`src/hdl/mfp_pkg.sv`:
```
// types, constants and helper functions for the midi file track event parser
// no dependencies

package mfp_pkg;

  localparam logic [7:0]  ST_SYSEX     = 8'hF0;
  localparam logic [7:0]  ST_ESCAPE    = 8'hF7;
  localparam logic [7:0]  ST_META      = 8'hFF;
  localparam logic [7:0]  ST_SONG_POS  = 8'hF2;
  localparam logic [7:0]  ST_TIME_CODE = 8'hF1;
  localparam logic [7:0]  ST_SONG_SEL  = 8'hF3;
  localparam logic [7:0]  META_SEQUENCE = 8'h00;
  localparam logic [7:0]  META_TEXT_LO = 8'h01;
  localparam logic [7:0]  META_TEXT_HI = 8'h09;
  localparam logic [7:0]  META_EOT     = 8'h2F;
  localparam logic [7:0]  META_SET_TEMPO = 8'h51;
  localparam logic [7:0]  META_TIME_SIG = 8'h58;
  localparam logic [7:0]  META_KEY_SIG = 8'h59;
  localparam logic [3:0]  HI_NOTE_OFF  = 4'h8;
  localparam logic [3:0]  HI_NOTE_ON   = 4'h9;
  localparam logic [3:0]  HI_POLY_AT   = 4'hA;
  localparam logic [3:0]  HI_CONTROL   = 4'hB;
  localparam logic [3:0]  HI_PROGRAM   = 4'hC;
  localparam logic [3:0]  HI_CHAN_AT   = 4'hD;
  localparam logic [3:0]  HI_BEND      = 4'hE;
  localparam logic [23:0] TEMPO_RESET  = 24'd500000;

  typedef enum logic [2:0] {
    PH_DELTA,
    PH_STATUS,
    PH_PARAMS,
    PH_META,
    PH_LENGTH,
    PH_DATA,
    PH_PAYLOAD
  } mfp_phase_t;

  typedef struct packed {
    logic [7:0] data_byte;
    logic       track_start;
  } mfp_in_t;

  typedef struct packed {
    logic        is_payload;
    logic [27:0] delta_time;
    logic [7:0]  status;
    logic [3:0]  channel;
    logic [7:0]  meta_type;
    logic [7:0]  param_count;
    logic [31:0] params;
    logic        is_text;
    logic        last_of_event;
    logic [23:0] tempo;
    logic [6:0]  patch;
    logic        end_of_track;
  } mfp_out_t;

  typedef struct packed {
    mfp_phase_t  phase;
    logic [27:0] delta;
    logic [1:0]  vcnt;
    logic [27:0] len;
    logic [7:0]  status;
    logic [7:0]  run_status;
    logic [7:0]  meta;
    logic [31:0] params;
    logic [7:0]  bytes_rem;
    logic [23:0] tempo;
    logic [6:0]  patch;
    logic [7:0]  idx;
  } mfp_state_t;

  localparam mfp_state_t STATE_RESET = '{
    phase:      PH_DELTA,
    delta:      28'd0,
    vcnt:       2'd0,
    len:        28'd0,
    status:     8'd0,
    run_status: 8'd0,
    meta:       8'd0,
    params:     32'd0,
    bytes_rem:  8'd0,
    tempo:      TEMPO_RESET,
    patch:      7'd0,
    idx:        8'd0
  };

  function automatic logic [7:0] fixed_count(input logic [7:0] s);
    logic [7:0] n;
    n = 8'd0;
    case (s[7:4])
      HI_NOTE_OFF, HI_NOTE_ON, HI_POLY_AT, HI_CONTROL, HI_BEND: n = 8'd2;
      HI_PROGRAM, HI_CHAN_AT: n = 8'd1;
      default: begin
        if (s == ST_TIME_CODE || s == ST_SONG_SEL) n = 8'd1;
        else if (s == ST_SONG_POS) n = 8'd2;
      end
    endcase
    return n;
  endfunction

  function automatic logic is_text_meta(input logic [7:0] s, input logic [7:0] m);
    return s == ST_META && m >= META_TEXT_LO && m <= META_TEXT_HI;
  endfunction

  function automatic logic is_fixed_meta(input logic [7:0] s, input logic [7:0] m);
    return s == ST_META && (m == META_SEQUENCE || m == META_EOT || m == META_SET_TEMPO ||
                            m == META_TIME_SIG || m == META_KEY_SIG);
  endfunction

endpackage

```
`src/hdl/mfp_step.sv`:
```
// per-byte parse step: current state and one track byte to next state and result
// depends on mfp_pkg

module mfp_step import mfp_pkg::*; #(
  parameter int MAX_VARLEN_BYTES = 4
) (
  input  mfp_state_t st,
  input  mfp_in_t    word,
  output mfp_state_t st_nxt,
  output logic       emit,
  output mfp_out_t   res
);

  localparam logic [2:0] VL_MAX = 3'(MAX_VARLEN_BYTES);

  logic [7:0]  b;
  mfp_state_t  s;
  logic        do_param;
  logic        do_finish;
  logic        e_payload;
  logic        e_last;
  logic        e_eot;
  logic [31:0] e_params;
  logic [27:0] e_delta;
  logic [7:0]  v;

  function automatic mfp_state_t start_event(input mfp_state_t x);
    mfp_state_t y;
    y = x;
    y.phase = PH_DELTA;
    y.delta = 28'd0;
    y.vcnt  = 2'd0;
    return y;
  endfunction

  function automatic mfp_state_t delta_byte(input mfp_state_t x, input logic [7:0] d);
    mfp_state_t y;
    y = x;
    y.delta = {x.delta[20:0], d[6:0]};
    if (!d[7] || ({1'b0, x.vcnt} + 3'd1) >= VL_MAX) begin
      y.vcnt  = 2'd0;
      y.phase = PH_STATUS;
    end else begin
      y.vcnt = x.vcnt + 2'd1;
    end
    return y;
  endfunction

  function automatic mfp_state_t begin_status(input mfp_state_t x, input logic [7:0] d);
    mfp_state_t y;
    y = x;
    y.status    = d;
    y.meta      = 8'd0;
    y.params    = 32'd0;
    y.idx       = 8'd0;
    y.bytes_rem = fixed_count(d);
    return y;
  endfunction

  assign b = word.data_byte;

  // next state and emit control
  always_comb begin
    s         = word.track_start ? STATE_RESET : st;
    emit      = 1'b0;
    do_param  = 1'b0;
    do_finish = 1'b0;
    e_payload = 1'b0;
    e_last    = 1'b0;
    e_eot     = 1'b0;
    e_params  = 32'd0;
    e_delta   = s.delta;
    v         = b;

    case (s.phase)
      PH_STATUS: begin
        if (b[7]) begin
          s = begin_status(s, b);
          if (b < ST_SYSEX) begin
            s.run_status = b;
            s.phase      = PH_PARAMS;
          end else begin
            s.run_status = 8'd0;
            if (b == ST_SYSEX || b == ST_ESCAPE) begin
              s.len   = 28'd0;
              s.vcnt  = 2'd0;
              s.phase = PH_LENGTH;
            end else if (b == ST_META) begin
              s.phase = PH_META;
            end else if (s.bytes_rem == 8'd0) begin
              emit    = 1'b1;
              e_last  = 1'b1;
              e_delta = s.delta;
              s       = start_event(s);
            end else begin
              s.phase = PH_PARAMS;
            end
          end
        end else if (s.run_status == 8'd0) begin
          // data byte with no running status: empty header, byte opens next delta
          s       = begin_status(s, 8'd0);
          emit    = 1'b1;
          e_last  = 1'b1;
          e_delta = s.delta;
          s       = start_event(s);
          s       = delta_byte(s, b);
        end else begin
          s        = begin_status(s, s.run_status);
          s.phase  = PH_PARAMS;
          do_param = 1'b1;
        end
      end
      PH_PARAMS: do_param = 1'b1;
      PH_META: begin
        s.meta  = b;
        s.len   = 28'd0;
        s.vcnt  = 2'd0;
        s.phase = PH_LENGTH;
      end
      PH_LENGTH: begin
        s.len = {s.len[20:0], b[6:0]};
        if (b[7] && ({1'b0, s.vcnt} + 3'd1) < VL_MAX) begin
          s.vcnt = s.vcnt + 2'd1;
        end else begin
          s.vcnt      = 2'd0;
          s.bytes_rem = (|s.len[27:8]) ? 8'hFF : s.len[7:0];
          s.idx       = 8'd0;
          if (is_fixed_meta(s.status, s.meta)) begin
            if (s.len == 28'd0) do_finish = 1'b1;
            else s.phase = PH_DATA;
          end else if (s.len == 28'd0) begin
            emit    = 1'b1;
            e_last  = 1'b1;
            e_delta = s.delta;
            s       = start_event(s);
          end else begin
            emit    = 1'b1;
            e_delta = s.delta;
            s.phase = PH_PAYLOAD;
          end
        end
      end
      PH_DATA: begin
        if (s.idx < 8'd4) begin
          s.params = s.params | ({24'd0, b} << {s.idx[1:0], 3'b000});
        end
        if (s.idx != 8'hFF) s.idx = s.idx + 8'd1;
        s.len = s.len - 28'd1;
        if (s.len == 28'd0) do_finish = 1'b1;
      end
      PH_PAYLOAD: begin
        s.len     = s.len - 28'd1;
        emit      = 1'b1;
        e_payload = 1'b1;
        e_params  = {24'd0, b};
        e_delta   = s.delta;
        if (s.len == 28'd0) begin
          e_last = 1'b1;
          s      = start_event(s);
        end
      end
      default: s = delta_byte(s, b);
    endcase

    if (do_param) begin
      // pitch bend keeps 7 bits of the first byte, second byte shifted down
      if (s.status[7:4] == HI_BEND) begin
        v = (s.idx == 8'd0) ? {1'b0, b[6:0]} : {1'b0, b[7:1]};
      end
      if (s.idx < 8'd4) begin
        s.params = s.params | ({24'd0, v} << {s.idx[1:0], 3'b000});
      end
      s.idx = s.idx + 8'd1;
      if (s.idx >= s.bytes_rem) begin
        if (s.status[7:4] == HI_PROGRAM) s.patch = s.params[6:0];
        emit     = 1'b1;
        e_last   = 1'b1;
        e_params = s.params;
        e_delta  = s.delta;
        s        = start_event(s);
      end
    end

    if (do_finish) begin
      if (s.meta == META_SET_TEMPO) s.tempo = {s.params[7:0], s.params[15:8], s.params[23:16]};
      emit     = 1'b1;
      e_last   = 1'b1;
      e_eot    = s.meta == META_EOT;
      e_params = s.params;
      e_delta  = s.delta;
      s        = start_event(s);
    end

    st_nxt = s;
  end

  // result word
  always_comb begin
    res.is_payload    = e_payload;
    res.delta_time    = e_delta;
    res.status        = st_nxt.status;
    res.channel       = (st_nxt.status[7] && st_nxt.status < ST_SYSEX) ?
                        st_nxt.status[3:0] : 4'd0;
    res.meta_type     = (st_nxt.status == ST_META) ? st_nxt.meta : 8'd0;
    res.param_count   = st_nxt.bytes_rem;
    res.params        = e_params;
    res.is_text       = is_text_meta(st_nxt.status, st_nxt.meta);
    res.last_of_event = e_last;
    res.tempo         = st_nxt.tempo;
    res.patch         = st_nxt.patch;
    res.end_of_track  = e_eot;
  end

endmodule

```
`src/hdl/midi_file_track_event_parser.sv`:
```
// top level of the midi file track event parser: input register, parse step, result register
// depends on mfp_pkg and mfp_step
//
//  channel   direction  word        handshake
//  in_       input      mfp_in_t    in_valid / in_stall
//  out_      output     mfp_out_t   out_valid / out_stall
//
// one track byte per cycle while in_stall is low, every byte goes through a single parse step
// a result word is registered from the parse step of the byte held in the input register
// other than streamed payload bytes, bytes that close no event or field give no result word
// rst_n is synchronous: parse state returns to delta, tempo to 500000
// in_stall rises only when a byte is held and the result register is full and stalled

module midi_file_track_event_parser import mfp_pkg::*; #(
  parameter int MAX_VARLEN_BYTES = 4
) (
  input  logic     clk,
  input  logic     rst_n,
  input  logic     in_valid,
  output logic     in_stall,
  input  mfp_in_t  in_word,
  output logic     out_valid,
  input  logic     out_stall,
  output mfp_out_t out_word
);

  logic       in_vld_r;
  mfp_in_t    in_word_r;
  mfp_state_t st_r;
  mfp_state_t st_nxt;
  logic       out_vld_r;
  mfp_out_t   out_word_r;
  logic       emit;
  mfp_out_t   res;
  logic       out_free;
  logic       advance;

  mfp_step #(
    .MAX_VARLEN_BYTES(MAX_VARLEN_BYTES)
  ) u_step (
    .st    (st_r),
    .word  (in_word_r),
    .st_nxt(st_nxt),
    .emit  (emit),
    .res   (res)
  );

  assign out_free = !out_vld_r || !out_stall;
  assign advance  = in_vld_r && out_free;
  assign in_stall = in_vld_r && !out_free;

  always_ff @(posedge clk) begin
    if (!rst_n) begin
      in_vld_r <= 1'b0;
    end else if (!in_stall) begin
      in_vld_r <= in_valid;
    end
  end

  always_ff @(posedge clk) begin
    if (!in_stall) begin
      in_word_r <= in_word;
    end
  end

  always_ff @(posedge clk) begin
    if (!rst_n) begin
      st_r <= STATE_RESET;
    end else if (advance) begin
      st_r <= st_nxt;
    end
  end

  always_ff @(posedge clk) begin
    if (!rst_n) begin
      out_vld_r <= 1'b0;
    end else if (out_free) begin
      out_vld_r <= advance && emit;
    end
  end

  always_ff @(posedge clk) begin
    if (out_free) begin
      out_word_r <= res;
    end
  end

  assign out_valid = out_vld_r;
  assign out_word  = out_word_r;

endmodule

```
`config.mk`:
```
export PLATFORM = sky130hd
export DESIGN_NAME = midi_file_track_event_parser
export DESIGN_NICKNAME = d
export VERILOG_FILES = /design/src/hdl/mfp_pkg.sv /design/src/hdl/mfp_step.sv /design/src/hdl/midi_file_track_event_parser.sv
export SDC_FILE = /design/constraint.sdc
export NUM_CORES = 1
export LEC_CHECK = 0
export BUFFER_PORTS_ARGS = -buffer_cell sky130_fd_sc_hd__buf_2
export CORE_AREA = 10 10 158 306
export DETAILED_ROUTE_END_ITERATION = 16
export DIE_AREA = 0 0 168 316
export PLACE_DENSITY_LB_ADDON = 0.25
export RECOVER_POWER = 50
export SLEW_MARGIN = 20
export SYNTH_ARGS = -nofsm -noshare
export SYNTH_HDL_FRONTEND = slang
export SYNTH_SLANG_ARGS = --single-unit
```
`constraint.sdc`:
```
create_clock -name clk -period 7.9 [get_ports clk]
set_input_delay 0.79 -clock clk [delete_from_list [all_inputs] [get_ports clk]]
set_output_delay 0.79 -clock clk [all_outputs]
set_load 0.01 [all_outputs]
```
==> parameters.txt <==
Parameter                              Value

Run status
  Run status    complete, but fails checks
  Violated checks    max-capacitance violations, max-slew violations

Synthesis
  Top-count cell post-synth    nor2_1
  Mapped cell area    0.0150 mm2
  Count of state elements after synthesis    298
  Async set-or-reset flop fraction in the synthesized netlist    0%
  Synthesized area per cell    8.94 um2
  Synth Instances    about 1700
  Number of synthesis warnings    0
  Yosys top cell area share    a little over a quarter
  Post-Syn Nets    1704
  Number of enable flip-flop cells after synthesis    between 100 and 150
  Most used flip-flop cell after synthesis    dfxtp_1
  Portion of the post-synthesis area used by sequential elements    48.6%
  Main area contributors after synthesis    edfxtp_1 (26%), dfxtp_1 (22%), a21oi_1 (5.6%)
  Synth area leader    edfxtp_1
  Commonest cells in the synthesized netlist    nor2_1 (192), a21oi_1 (168), dfxtp_1 (166)
  Number of distinct standard cells referenced by the synthesized netlist    86

Global route
  Global-route wire length before repair    78000 um
  Antenna violations before repair    0
  Number of global-route vias before repair    roughly 13000
  Leftover overflow at the end of global routing    0
  GRT Overall Usage    a little under a fifth
  Pin count of the biggest net entering global routing    101

Power and ir drop
  Clock share of power    40.8%
  Power per standard cell area    just under 200 mW/mm2
  Switching power share of the total    25.6%
  Sequential cell fraction of total power    51.1%
  Psw    830 uW
  Share of power burned in combinational logic    a little over 8%
  Leak    between 0.006 and 0.007 uW
  IR Drop Worst-Case VDD    ~0.12 mV
  Int Pwr    2410 uW

Clocking
  Buffer cell driving the clock tree root    clkbuf_16
  Number of buffers inserted to repair setup after CTS    0
  Total clock sinks    between 200 and 300
  Number of gates resized after cts    0
  Clock transition time at the flip-flop clock pins of the worst setup and hold paths    approximately 70 ps
  Insertion delay of the later-clocked pin in the worst-skew pair    560 ps
  Clock buffer count from CTS    27
  CTS H-tree depth    1
  Clock Path Buffers    3
  Clock tree from TritonCTS    built
  Hold-fix buffer count after cts    0

Min path
  Min-Delay Startpoint    in_word[8]
  Hold Path Depth    1
  Path category of the worst min-delay check    in -> reg
  Destination of the worst hold path    in_word_r[8]

Routing
  Total number of vias    about 13000
  WL per Instance    about 22 um
  Number of antenna-violating nets in the routed design    0
  Post-DR vias/cell    slightly below 6
  TritonRoute pass-1 iters    7
  Wire length after detailed routing    51600 um
  DRC violations left    0
  Drt first-iter violations    1125

Run
  Number of max-cap violations    4

Final layout
  Post-layout net count    1761
  Register cell area after layout    0.00729 mm2
  Fin util    38.6%
  Synthesis-to-finish area growth    11.7%
  Ratio of cells with drive above 1 in the final layout    6.50%
  Count of antenna diodes in the layout    0
  Fill cell count    4465
  Area used by multi-input combinational logic    0.00704 mm2

Floorplanning
  Count of standard-cell rows    108
  Initial core utilization    approximately a third
  Die Ht    316 um
  Die extent in x    168 um
  DIE AREA    0.0531 mm2
  Placeable core region    0.0434 mm2
  Top-level port count    138

Place
  Port Buffer Count    137
  Global placement routability congestion    0.938
  Detailed-placement wirelength estimate    36900 um
  Placement Setup Slack    approximately 1700 ps

Timing
  Unrepaired setup endpoints after global routing    no
  Post-layout minimum cycle time    6620 ps
  Final number of hold-violating endpoints    0
  Worst slew margin    -128%
  Setup tns final    0 ps
  Endpoints failing setup    0
  Share of the cycle needed by the critical path after routing    83.8%
  Slew of the pin with the lowest slew margin    3420 ps
  Setup skew after layout    27.3 ps
  Worst Slack Setup Final    1280 ps
  Final slew viol count    about 180
  Achievable frequency    0.151 GHz

Setup path
  Maximum fanout encountered on the critical timing path    31
  Critical register-to-register path startpoint    in_word_r[0]
  R2r endpoint    st_r[136]
  Required time reported for the critical path endpoint    about 8400 ps
  Arrival time reported for the critical path endpoint    7120 ps
  Endpoint type of the worst setup path    flop
  Critical path launch point type    flop
  Worst reg2reg path depth    18
  Category of the most critical setup path    reg -> reg
  Flop2flop setup slack    approximately 1300 ps
==> metal layers <==
| layer | part of all wire [%] | vias to the layer above | GRT usage [%] |
|---|---|---|---|
| li1 | - | 6254 | - |
| met1 | 34 | 6442 | 17.7 |
| met2 | 54 | 500 | 35.6 |
| met3 | 4.6 | 170 | 2.39 |
| met4 | 6.6 | 0 | 11.5 |
| met5 | 0 | - | 0 |
==> per-stage QoR <==
stage | hold slack (ps) | cell area (um2) | total power (uW) | instances
floorplan | 425 | 15000 | 1860 | 1677
global placement | 435 | 16100 | 1950 | 2255
detailed placement | 442 | 16100 | 1950 | 2255
CTS | 387 | 16900 | 3270 | 2304
global route | 389 | 16800 | 3350 | 2304
finish | 404 | 16800 | 3240 | 2304
==> kinds of logic (layout without fill, tap and decap cells) <==
| family | Yosys count | count (layout) | share of synthesized area (%) |
|---|---|---|---|
| DFF | 298 | 298 | 48.6 |
| muxes | 39 | 39 | 2.65 |
| and+or+nand+nor | 604 | 604 | 19.7 |
| AOI/OAI and AO/OA | 526 | 526 | 22.2 |
| xor gates and xnor gates | 19 | 19 | 1.11 |
| buffers and inverters | 177 | 254 | 4.65 |
| adders and majority gates | 14 | 14 | 1.17 |
==> power by group through the flow <==
stage	sequential (uW)	clock [uW]	combinational, uW
floorplan	1680	0	178
global route	1660	1410	283
CTS	1650	1350	263
detailed placement	1690	0	262
finish	1650	1320	262
global placement	1690	0	261
==> critical path: stages (launching register included) <==
cell	delay, ps
edfxtp_1	580
inv_2	110
clkbuf_1	1170
nand2_1	260
nor3_2	170
buf_4	370
nand2_1	310
a21oi_1	210
a21oi_1	60
a21o_1	220
ha_1	300
a21o_1	150
a21o_1	170
a21oi_1	230
nor2_1	110
o311ai_0	780
o311a_1	800
nand2b_4	310
a32o_1	170
==> cells in the final DEF, fill, tap and decap left out, types with 26 or more instances in the layout <==
cell	netlist	final
a22oi_1	52	52
o21ai_0	116	116
nor2_1	192	192
mux2i_1	33	33
nor2b_1	51	51
clkbuf_1	108	135
nand2_1	149	148
a211oi_1	26	26
nand3_1	55	55
clkbuf_16	0	27
inv_1	38	37
edfxtp_1	132	132
dfxtp_1	166	166
a21oi_1	168	168
==> registers in the layout, indices dropped and copies added (netlist names) <==
register	count
st_r	164
out_word	123
in_word_r	9
in_vld_r	1
out_valid	1
==> how the worst max path moves through the flow <==
stage	startpoint	end	cells after the start	slack, ps
6_report	in_word_r[0]	st_r[136]	18	1280
5_1_grt	in_word_r[0]	st_r[136]	17	960
4_1_cts	in_word_r[0]	st_r[136]	19	1670
3_5_place_dp	in_word_r[0]	st_r[136]	19	1730
3_3_place_gp	in_word_r[0]	st_r[139]	19	1800
2_1_floorplan	in_word_r[0]	out_word[32]	25	1300
==> final cells by class <==
cell class                 instances  share of cell area [%]
clock buffer                      30                    4.16
clock inverter                    19                    1.02
inverter                          39                   0.874
multi-input combinational       1202                    42.0
sequential                       298                    43.5
tap                              550                    4.11
timing repair buffer             166                    4.34
No activity file was read; power rests on OpenSTA's default activity.
